===== config.mk =====
export PLATFORM = sky130hd
export DESIGN_NAME = pdac_ctrl
export DESIGN_NICKNAME = d
export VERILOG_FILES = /design/src/hw/rtl/pdac_pkg.sv /design/src/hw/rtl/pdac_ctrl.sv
export SDC_FILE = /design/constraint.sdc
export NUM_CORES = 1
export LEC_CHECK = 0
export BUFFER_PORTS_ARGS = -buffer_cell sky130_fd_sc_hd__buf_2
export CAP_MARGIN = 40
export CORE_AREA = 3 3 40 42
export DETAILED_ROUTE_END_ITERATION = 8
export DIE_AREA = 0 0 43 45
export GPL_TIMING_DRIVEN = 1
export HOLD_SLACK_MARGIN = 0.05
export PLACE_DENSITY_LB_ADDON = 0.12
export SYNTH_ARGS = -nofsm -noshare
export SYNTH_HDL_FRONTEND = slang
export SYNTH_SLANG_ARGS = --single-unit

===== constraint.sdc =====
create_clock -name i_clk -period 2.1 [get_ports i_clk]
set_input_delay 0 -clock i_clk [delete_from_list [all_inputs] [get_ports i_clk]]
set_output_delay 0 -clock i_clk [all_outputs]
set_load 0.01 [all_outputs]

===== src/hw/rtl/pdac_pkg.sv =====
`default_nettype none
package pdac_pkg;
    localparam int unsigned FB_W = 40;

    // register write indexes
    localparam logic [2:0] REG_POS_GAINS = 3'd0;
    localparam logic [2:0] REG_VEL_GAINS = 3'd1;
    localparam logic [2:0] REG_MAX_FB    = 3'd2;
    localparam logic [2:0] REG_GRAVITY   = 3'd3;
    localparam logic [2:0] REG_FEEDTHRU  = 3'd4;

    typedef enum logic [3:0] {
        ST_IDLE,
        ST_MUL,
        ST_FB,
        ST_SCALE,
        ST_SQ,
        ST_CMP,
        ST_SQRT,
        ST_DIV,
        ST_OUT
    } t_state;

    typedef struct packed {
        logic load;
        logic mul;
        logic fb;
        logic scale;
        logic sq;
        logic cmp;
        logic sqrt_start;
        logic sqrt_step;
        logic div_start;
        logic div_step;
        logic div_next;
        logic out_load;
    } t_cmd;

    typedef struct packed {
        logic is_z;
        logic ft;
        logic sq_done;
        logic need_limit;
        logic sqrt_done;
        logic div_done;
        logic div_all;
    } t_sts;
endpackage
`default_nettype wire


===== src/hw/rtl/pdac_ctrl.sv =====
`default_nettype none
module pdac_ctrl
    import pdac_pkg::*;
(
    input  wire logic i_clk,
    input  wire logic i_rst_n,
    input  wire logic i_in_valid,
    input  wire logic i_in_ok,
    input  wire logic i_out_busy,
    input  wire t_sts i_sts,
    output logic      o_in_ready,
    output t_cmd      o_cmd
);
    t_state r_state, n_state;

    always_ff @(posedge i_clk) begin
        if (!i_rst_n) r_state <= ST_IDLE;
        else r_state <= n_state;
    end

    always_comb begin
        n_state = r_state;
        unique case (r_state)
            ST_IDLE:  if (i_in_valid && !i_out_busy && i_in_ok) n_state = ST_MUL;
            ST_MUL:   n_state = ST_FB;
            ST_FB:    n_state = !i_sts.is_z ? ST_IDLE : (i_sts.ft ? ST_OUT : ST_SCALE);
            ST_SCALE: n_state = ST_SQ;
            ST_SQ:    if (i_sts.sq_done) n_state = ST_CMP;
            ST_CMP:   n_state = i_sts.need_limit ? ST_SQRT : ST_OUT;
            ST_SQRT:  if (i_sts.sqrt_done) n_state = ST_DIV;
            ST_DIV:   if (i_sts.div_done && i_sts.div_all) n_state = ST_OUT;
            ST_OUT:   n_state = ST_IDLE;
            default:  n_state = ST_IDLE;
        endcase
    end

    always_comb begin
        o_cmd = '0;
        o_in_ready = 1'b0;
        unique case (r_state)
            ST_IDLE: begin
                o_in_ready = !i_out_busy;
                o_cmd.load = i_in_valid && !i_out_busy && i_in_ok;
            end
            ST_MUL:   o_cmd.mul = 1'b1;
            ST_FB:    o_cmd.fb = 1'b1;
            ST_SCALE: o_cmd.scale = 1'b1;
            ST_SQ:    o_cmd.sq = 1'b1;
            ST_CMP: begin
                o_cmd.cmp = 1'b1;
                o_cmd.sqrt_start = i_sts.need_limit;
            end
            ST_SQRT: begin
                o_cmd.sqrt_step = 1'b1;
                o_cmd.div_start = i_sts.sqrt_done;
            end
            ST_DIV: begin
                o_cmd.div_step = 1'b1;
                o_cmd.div_next = i_sts.div_done && !i_sts.div_all;
            end
            ST_OUT:   o_cmd.out_load = 1'b1;
            default:  ;
        endcase
    end
endmodule
`default_nettype wire


==> results summary, run 1 <==
By area the synthesized netlist is led by dfxtp_1 18%, buf_6 5.2%, nor3_1 4.6%, nand2b_1 4.3%, nor2_1 4.3%. The min-delay analysis places its worst path in the category in2reg. Leaving out filler cells and counting taps, the final layout contains 95. The average instance area after synthesis is 7.939 um^2. The total of max-cap violations is 0.

The run finished with clean final reports. The detailed-route DRC error count came out at 0. The total overflow left after global routing is 0. The area growth from synthesis to layout is 33.81%. After layout, the worst path uses 76.61% of the clock period. The die outline area came out at 1935 um^2. The final count of hold timing violations is 0. The clock edge transition at the registers on the reported setup and hold paths came out at 0.04 ns. The worst register-to-register path ends at r_state[0]$_SDFFE_PN0P_. The setup total negative slack is 0 ns. The register with the most flip-flops in the layout has 4 of them. The ratio of cells with drive above 1 in the final layout is around 45%. Yosys mapped a number of flops with a built-in enable equal to 0.

The clock tree from TritonCTS is built. The critical path is of the reg2reg type. The average detailed-routed wire length per instance came out at 11.27 um. The worst-case clock buffer depth is 2. Entering global routing, the biggest net connects 14 pins. The height of the die came out at 45 um. In this run the power density over the cells is 457.9 nW/um^2. The setup slack after layout is 0.4913 ns. OpenSTA, run right after detailed placement, puts the worst setup slack at 0.5091 ns.

The number of placement rows is 13. The number of H-tree levels came out at 1. In this run switching power makes up 28.91% of total power.

After detailed routing, the number of vias per cell comes to about 5.0. The remaining antenna violation count after routing is 0. Registers are responsible for 34.9% of the overall power.

The multi-input combinational cells in the finished layout cover a total of between 300 and 400 um^2. The largest registers in the layout are r_state x4. Summing over every cut layer, the via total after detailed routing is 475. The transition time at the pin with the least slew margin is approximately 0.43 ns. The first-pass GRT wire length is 1.752 mm. The core region is between 1000 and 1500 um^2. The initial antenna violation count was 0. The worst voltage drop across the vdd grid is 368.4 uV. The leakage power total came out at roughly 0.29 nW.

The synthesized instance count came out at 55. 0 antenna diodes ended up in the layout. Once detailed placement completed, the half-perimeter wirelength came to between 800 and 900 um. The clock skew is 0.001651 ns. In this run the worst setup path begins at r_state[1]$_SDFFE_PN0P_. The top cell types in the final layout, fill and taps aside, are 24 x buf_2, 5 x nor2_1. The die span in x is 43 um. The switching component of the power is 0.07736 mW. The maximum fanout along the worst path is 13. For this block, the initial DRC count from the detailed router was 3.

The reg-to-reg setup timing slack is a little under 0.5 ns. The finished cells cover 584.3 um^2. The instance area at placement is 551.8 um^2. The tightest slew margin relative to the limit came out at 71.05%. The final weighted congestion in routability-driven placement came out at 0.7324. STA classifies the critical path endpoint as a flop. The number of cells on the worst reg-to-reg path is 4. The first-pass iteration count of the detailed router is 2.

The required time reported for the critical path endpoint came out at 2.22 ns. The filler cell count is 142. The count of endpoints failing setup in the final report is 0. Wires add up to 1.071 mm. The number of pins exceeding their max-slew limit in the final report is 0. The clock network burns between 30 and 40% of the power. The quantity of gates resized following cts is 0. The root buffer selected by CTS is clkbuf_4. The via count of the first global-routing pass came to 425. The placed instance count is 91.

The number of synthesis warnings is 0. The primary flip-flop cell chosen by synthesis mapping is dfxtp_1. The number of buffers added on ports is 24. The initial cell density of the core is approximately 34%.

The fraction of the yosys area taken by sequential cells came out at 18.34%. The internal power of the cells is 0.1902 mW. Across the whole layout, storage elements account for ~80 um^2. The arrival time at the worst endpoint is roughly 1.7 ns.

The number of clock sinks seen by CTS is 4. The total number of nets in the final design came out at 94. The share of power burned in combinational logic came out at 30.4%.

The highest achievable clock rate came out at 621.6 MHz. The netlist area before placement is around 440 um^2. The top-area cell type share of the netlist area is between 15 and 20%. The startpoint of the most critical register-to-register path is r_state[1]$_SDFFE_PN0P_. Total power for the finished layout comes to 0.2676 mW. The share of async-settable or async-resettable flops after synthesis came out at 0%. The boundary pin count is 25. The worst setup path is launched from a flop. The flop and latch count out of synthesis came out at 4. The global-route total usage across every layer came out at approximately an eighth. Ranked by flip-flop count, first place goes to r_state. The largest total area in the synthesized netlist belongs to dfxtp_1. The number of clock buffers added by TritonCTS is 3. The post-synthesis net count is 67. Cells fill between 40% and 50% of the core in the end.

The worst hold margin is 0.1951 ns. Setup repair after global routing left no endpoint under its margin. The later pin in the worst-skew pair is clocked with a latency of 0.23 ns. In this run the worst setup path terminates at r_state[0]$_SDFFE_PN0P_. The most common cell after layout, fill and taps aside is buf_2. The minimum period implied by the final worst setup slack came out at 1.609 ns. Synthesis instantiated 34 different standard cells from the library.
==> cell type report <==
type	count	share of cell area, %
Timing Repair Buffer	26	23.55
Tap cell	15	3.212
Inverter	4	2.570
Multi-Input combinational cell	43	53.11
Sequential cell	4	13.70
Clock buffer	3	3.854
==> timing repair <==
action,4_1_cts,5_1_grt
setup buffers,0,0
endpoints found under the hold margin,3,0
hold buffers,1,0
==> power by group through the flow <==
| stage | clock (mW) | combinational, mW | sequential (mW) |
|---|---|---|---|
| 6_report | 0.0927 | 0.0815 | 0.0934 |
| 5_1_grt | 0.108 | 0.0894 | 0.0947 |
| 4_1_cts | 0.0966 | 0.0823 | 0.0930 |
| 3_5_place_dp | 0 | 0.0807 | 0.0941 |
| 3_3_place_gp | 0 | 0.0805 | 0.0938 |
| 2_1_floorplan | 0 | 0.0644 | 0.0840 |
==> logic make-up after synthesis <==
group,synth area share (%)
flops,18.34
buf+inv,10.60
compound gates,23.50
simple gates,45.28
mux,2.292
==> how the worst min path moves through the flow <==
stage                     cells after the start  slack [ns]                 endpoint        from
after floorplan                               1        0.05               o_in_ready  i_out_busy
after global placement                        3        0.25                 o_cmd[1]    i_sts[0]
after detailed placement                      3        0.25                 o_cmd[1]    i_sts[0]
after CTS                                     3        0.19  r_state[1]$_SDFFE_PN0P_    i_sts[2]
after global routing                          3        0.20  r_state[1]$_SDFFE_PN0P_    i_sts[2]
final                                         3        0.20  r_state[1]$_SDFFE_PN0P_    i_sts[2]
==> worst max-delay path, stage by stage (launching register included) <==
cell and delay [ns]:
dfxtp_1 0.43, or4_4 0.60, o21ba_4 0.23, nor3_2 0.05, a22o_1 0.19
==> Yosys cell counts, types with 2 or more instances <==
library cell  instances
and2b_2               2
buf_6                 2
dfxtp_1               4
inv_1                 4
nand2_1               4
nand2b_1              3
nor2_1                5
nor3_1                4
nor4b_1               2
==> layer usage <==
layer,share of wire [%],global-route usage (%),wire (um),up-vias
li1,-,-,-,248
met1,47,16.35,499,217
met2,49,18.56,526,10
met3,4.3,1.195,46,0
met4,0,5.422,0,0
met5,0,0,0,-
(Power assumes the default switching activity.)
==> inputs of run 2 (changes only) <==
Clock period 2.1 ns to 1.5 ns, I/O delays scaled along.
==> results summary, run 2 (synthesized netlist as in run 1, its figures left out) <==
The detailed-route vias per instance is 5.040. The area added between synthesis and finish is 45.85%. The clock skew is 0.0005269 ns. The maximum fanout along the worst path is 3. The final weighted congestion in routability-driven placement came out at 0.7445. Setup repair after global routing could not meet its margin everywhere. The total power per unit cell area came out at 604.5 nW/um^2. Static timing analysis puts the maximum clock frequency at 709.6 MHz. IR analysis of the VDD net gives a maximum drop of 375.8 uV.

Across all register-to-register paths, the minimum setup slack is approximately 0.091 ns. The first-pass GRT wire length is 1.814 mm. The register name with the most flops is r_state. The global-route total usage across every layer is 11.64%. The post-route clock period utilization is 93.94%. In the final layout, flip-flops and latches occupy about 80 um^2. The number of H-tree levels came out at 1. The first-pass iteration count of the detailed router is 2. The die span in x came out at between 40 and 50 um. The arrival time at the worst endpoint came out at approximately 1.5 ns. The worst-path cell with the longest stage delay is or4_4. The count of endpoints failing setup in the final report came out at 0.

The average detailed-routed wire length per instance came out at 10.44 um. The transition time at the pin with the least slew margin came out at between 0.2 and 0.3 ns. The initial antenna violation count is 0. The total number of nets in the final design is between 90 and 100. The area used by multi-input combinational logic is roughly 320 um^2. The post-CTS repair timing setup buffer count is 0. The final count of hold timing violations is 0. The HPWL after detailed placement came out at 870.1 um. The root buffer selected by CTS is clkbuf_4. The via count of the first global-routing pass came to 446. TritonCTS built the clock tree. The DRC marker count from the first detailed-route iteration came out at 4. The total length of routed wires came out at 1.044 mm. The library cell used most frequently in the layout, excluding fill and tap cells, is buf_2. The insertion delay to the later sink of the worst-skew pair came out at around 0.23 ns.

The ratio of cells with drive above 1 in the final layout came out at between 50 and 60%. The overall power after layout is 0.3850 mW. The remaining antenna violation count after routing came out at 0. The die outline area came out at 1935 um^2.

In the layout the commonest cells are 24 x buf_2, 5 x nor2_1, 5 x buf_4. In this run the count of I/O pins placed on the die edge is 25. The required time reported for the critical path endpoint came out at ~1.6 ns. In this run the vertical extent of the chip is 45 um.

The category of cells accounting for the largest share of critical-path delay is simple AND/OR/NAND/NOR gates. The filler cell count came out at 133. Summing all non-filler instances in the final layout gives an area of 636.9 um^2. The signal on the critical path passes through or4_4 -> o21ba_4 -> nor3_2 -> a22o_1. The non-filler instance count after layout came out at 100. After detailed routing, the number of remaining DRC violations is 0. Once placement completed, the tool counted placed cells totaling 96. The tightest slew margin relative to the limit came out at 80.73%. The number of clock sinks seen by CTS came out at 4. The number of pins exceeding their max-slew limit in the final report was 0.

The largest registers in the layout are r_state x4. Hold is met by 0.1991 ns. For this run, the slowest stage of the critical path takes ~0.53 ns. The final cell utilization of the core came out at 49.56%. The minimum period implied by the final worst setup slack came out at 1.409 ns. The register with the most flip-flops in the layout has 4 of them.

The worst-case clock buffer depth came out at 2. The pin count of the biggest net entering global routing is 13. The instance area at placement came out at 595.6 um^2. The kind of path behind the tightest hold check is in2reg. The standard cell core area is around 1300 um^2. The number of placement rows came out at 13. The leakage power total came out at 0.3197 nW. The total of max-cap violations came out at 0.

The number of buffers added on ports came out at 24. The number of buffers created by CTS is 3. The initial cell density of the core came out at 33.98%.

The run finished with clean final reports. STA classifies the critical path startpoint as a flop. The count of vias placed by the detailed router came out at 504. The critical path is of the reg2reg type.

The repair_antennas step left the layout with diodes totalling 0. The clock edge transition at the registers on the reported setup and hold paths came out at 0.04 ns. The worst setup path is captured at a flop. The total congestion overflow after global routing came out at 0. Together, buffers and inverters on the worst path number 0.
## run 2: changes by cell type in the layout (fill, tap and decap cells not counted), sizes merged
cell  change
buf       +5
## run 2: cell type report
cell class,count,area share (%)
Clock buffer,3,3.536
Inverter,4,2.358
Tap cell,15,2.947
Timing Repair Buffer,31,28.09
Sequential cell,4,12.57
Multi-Input combinational cell,43,50.49
## run 2: metrics by stage
stage | setup slack, ns | setup TNS, ns
after global routing | -0.002145 | -0.002145
after CTS | 0.08608 | 0
after global placement | 0.09753 | 0
final | 0.09083 | 0
after detailed placement | 0.09124 | 0
after floorplan | 0.01851 | 0
## run 2: repair_timing
item	4_1_cts	5_1_grt
hold buffers	1	0
endpoints found under the hold margin	3	0
setup endpoints to repair	0	2
gates resized for setup	0	2
## run 2: power by group
part	switching [mW]	total, mW	internal (mW)
clock network	0.0402	0.129	0.0893
registers	0.00414	0.117	0.113
logic	0.0651	0.139	0.0734
total	0.110	0.385	0.275
## run 2: path summary, 6_finish.rpt
| kind | depth (start not counted) | startpoint | to |
|---|---|---|---|
| hold / removal | 3 | i_sts[2] | r_state[1]$_SDFFE_PN0P_ |
| setup reg to reg | 4 | r_state[1]$_SDFFE_PN0P_ | r_state[0]$_SDFFE_PN0P_ |
| setup / recovery | 4 | r_state[1]$_SDFFE_PN0P_ | r_state[0]$_SDFFE_PN0P_ |
| hold reg to reg | 3 | r_state[2]$_SDFFE_PN0P_ | r_state[2]$_SDFFE_PN0P_ |
## run 2: routing by layer
| metal | GRT usage (%) | wire length [um] | up-vias |
|---|---|---|---|
| li1 | - | - | 262 |
| met1 | 14.63 | 449 | 224 |
| met2 | 21.26 | 494 | 18 |
| met3 | 0.7968 | 99 | 0 |
| met4 | 3.614 | 0 | 0 |
| met5 | 0 | 0 | - |
## run 2: worst min-delay path, delay by kind of cell
kind	cells	cell delay (ns)
compound gates	2	0.28
buf+inv	1	0.09
==> inputs of run 3 (changes only) <==
Settings changed: SETUP_SLACK_MARGIN set to 0.5.
==> results summary, run 3 (synthesized netlist as in run 1, its figures left out) <==
The flow ran to the end, and the final reports show no timing, DRC or antenna violations. In the detailed route, the total length drawn on met3 is 81 um. The count of endpoints failing setup in the final report came out at 0. The area used by multi-input combinational logic is about 390 um^2. For flop-to-flop paths, the worst setup slack is between 0.05 and 0.06 ns. The boundary pin count came out at 25. Buffers placed on the I/O ports in this run total 24. The die outline area is just under 2000 um^2. The hold path startpoint is i_rst_n. The remaining antenna violation count after routing came out at 0. The topmost layer with routed signal wires is met4. The share of power burned in combinational logic is between 30 and 40%. The leakage power total came out at around 0.38 nW. The total length of routed wires came out at 1.285 mm. The terminus of the critical flop-to-flop path is r_state[0]$_SDFFE_PN0P_. The startpoint of the most critical register-to-register path is r_state[0]$_SDFFE_PN0P_. The total of max-cap violations is 0. The insertion delay to the later sink of the worst-skew pair is 0.24 ns.

Clock skew on the completed layout was measured at 0.0001055 ns. The end point of the most critical hold path is r_state[3]$_SDFFE_PN0P_. Summed over all nets, the half-perimeter wirelength after detailed placement is 928.7 um. Entering global routing, the biggest net connects 13 pins.

The worst hold path was traced through 3 stages. Across every metal layer, demand over resource in global routing totals 14.08%. The filler cell count came out at 112. Hold timing on the final database bottoms out at a slack of 0.1634 ns. The number of flip-flops under the largest register name came out at 4. The transition time at the pin with the least slew margin is 0.2732 ns. The critical path is of the reg2reg type. The die is 45 um tall. The required time reported for the critical path endpoint came out at 1.62 ns. The first-pass GRT wire length came out at 2.063 mm.

Leaving out fill and tap cells, the most frequent cells in the layout are 22 x buf_2, 8 x buf_4, 5 x buf_6. Summing all flip-flop and latch instances after layout gives 90.09 um^2. The final weighted congestion in routability-driven placement is 0.7695. Wire segments on met2 add up to 653 um in the final route. The instance area at placement is around 620 um^2. The worst voltage drop across the vdd grid came out at 344.1 uV. The tightest min-delay check is of the in2reg type. The arrival time at the worst endpoint is 1.57 ns. The detailed-route DRC error count is 0. For this block, wires on met1 add up to 525 um. Once routing completed, OpenROAD measured the worst setup slack at 0.05744 ns.

The post-route clock period utilization is 96.17%. The worst pin sits at a relative slew slack of 81.79%. Of the total power, the clock network draws 32.4%.

The number of pins exceeding their max-slew limit in the final report is 0. The clock tree from TritonCTS is built. The number of H-tree levels is 1. Setup repair after global routing could not meet its margin everywhere. The total congestion overflow after global routing is 0. The number of clock sinks seen by CTS came out at 4. No sink is reached through more buffers than the 2 on the longest clock path. The initial antenna violation count came to 0. In the routed layout, each cell is associated on average with a via count of 5.198. The via count of the first global-routing pass was 481. The area added between synthesis and finish came out at 80.80%.

The antenna diode instance count came out at 0. STA classifies the critical path startpoint as a flop. The switching component of the power came out at approximately 0.13 mW. The routed design could run at a clock period as short as ~1.4 ns. After routing, the total negative slack on setup checks comes to 0 ns. For this run, the top clock speed supported by timing is about 690 MHz.

The first TritonRoute pass finished after 4 iterations. Leaving out fill and tap cells, the most frequent cell in the layout is buf_2. The count of vias placed by the detailed router is 551.

The register with the most flip-flops in the final layout is r_state. The number of cells on the worst reg-to-reg path came out at 4. The number of clock buffers added by TritonCTS is 3.

In this run the power density over the cells is between 500 and 600 nW/um^2. In this run switching power makes up between 30% and 40% of total power. Along the worst path, the maximum fanout reaches 4. The root buffer selected by CTS is clkbuf_4. The final count of hold timing violations is 0. STA classifies the critical path endpoint as a flop.

The total number of nets in the final design came out at 105. Timing analysis after detailed placement gives a worst setup slack of 0.05757 ns. The die span in x is between 40 and 50 um. The ratio of cells with drive above 1 in the final layout came out at 65.93%.

The standard cell core area came out at 1285 um^2. The average detailed-routed wire length per instance is 12.12 um. The initial cell density of the core is 33.98%. After clock tree synthesis, the clock-pin slew on the worst setup and hold paths is 0.04 ns. The DRC marker count from the first detailed-route iteration is 13. After routing the design area is 789.5 um^2.

The register share of total power came out at 27.7%. The largest registers in the layout are r_state x4. The internal power of the cells came out at about 0.29 mW. Row generation in the floorplan step produced 13 rows.
run 3: cell types whose count changed in the layout (fill, tap and decap cells not counted), sizes merged:
cell / delta
buf: +6
run 3: metal layers:
layer	vias to the layer above	global-route usage [%]
met5	-	0
met4	0	7.229
met3	3	2.789
met2	20	21.56
met1	253	18.84
li1	275	-
run 3: what timing repair did:
item / CTS / global route
resized for setup: 15 / 5
hold endpoints to repair: 3 / 0
hold buffers: 1 / 0
pin swaps: 4 / 5
setup endpoints to repair: 17 / 17
buffers inserted: 5 / 1
run 3: how the worst max path moves through the flow:
stage,startpoint,endpoint
floorplan,r_state[1]$_SDFFE_PN0P_,r_state[0]$_SDFFE_PN0P_
detailed placement,r_state[0]$_SDFFE_PN0P_,r_state[0]$_SDFFE_PN0P_
global placement,r_state[1]$_SDFFE_PN0P_,r_state[0]$_SDFFE_PN0P_
finish,r_state[0]$_SDFFE_PN0P_,r_state[0]$_SDFFE_PN0P_
CTS,r_state[0]$_SDFFE_PN0P_,r_state[0]$_SDFFE_PN0P_
global route,r_state[1]$_SDFFE_PN0P_,r_state[0]$_SDFFE_PN0P_
run 3: layout make-up:
type,count,area share (%)
Multi-Input combinational cell,43,49.60
Timing Repair Buffer,37,31.85
Sequential cell,4,11.41
Clock buffer,3,2.853
Tap cell,15,2.377
Inverter,4,1.902
run 3: worst max-delay path, stage by stage (launching register included):
cell	delay (ns)
dfxtp_2	0.33
or4_4	0.52
o21ba_4	0.26
nor3_4	0.05
a22o_1	0.18
run 3: metrics by stage:
step / util (%) / instances / power, mW
after floorplan: - / 55 / 0.2184
after global placement: 48.30 / 96 / 0.2627
after detailed placement: 48.30 / 96 / 0.2646
after CTS: 59.30 / 105 / 0.4179
after global routing: 61.44 / 106 / 0.4403
final: 61.44 / 106 / 0.4168
run 3: power groups by stage:
stage / sequential, mW / combinational, mW / clock (mW)
6_report: 0.115 / 0.166 / 0.135
3_5_place_dp: 0.120 / 0.145 / 0
4_1_cts: 0.117 / 0.161 / 0.139
3_3_place_gp: 0.119 / 0.144 / 0
2_1_floorplan: 0.119 / 0.0991 / 0
5_1_grt: 0.117 / 0.183 / 0.141
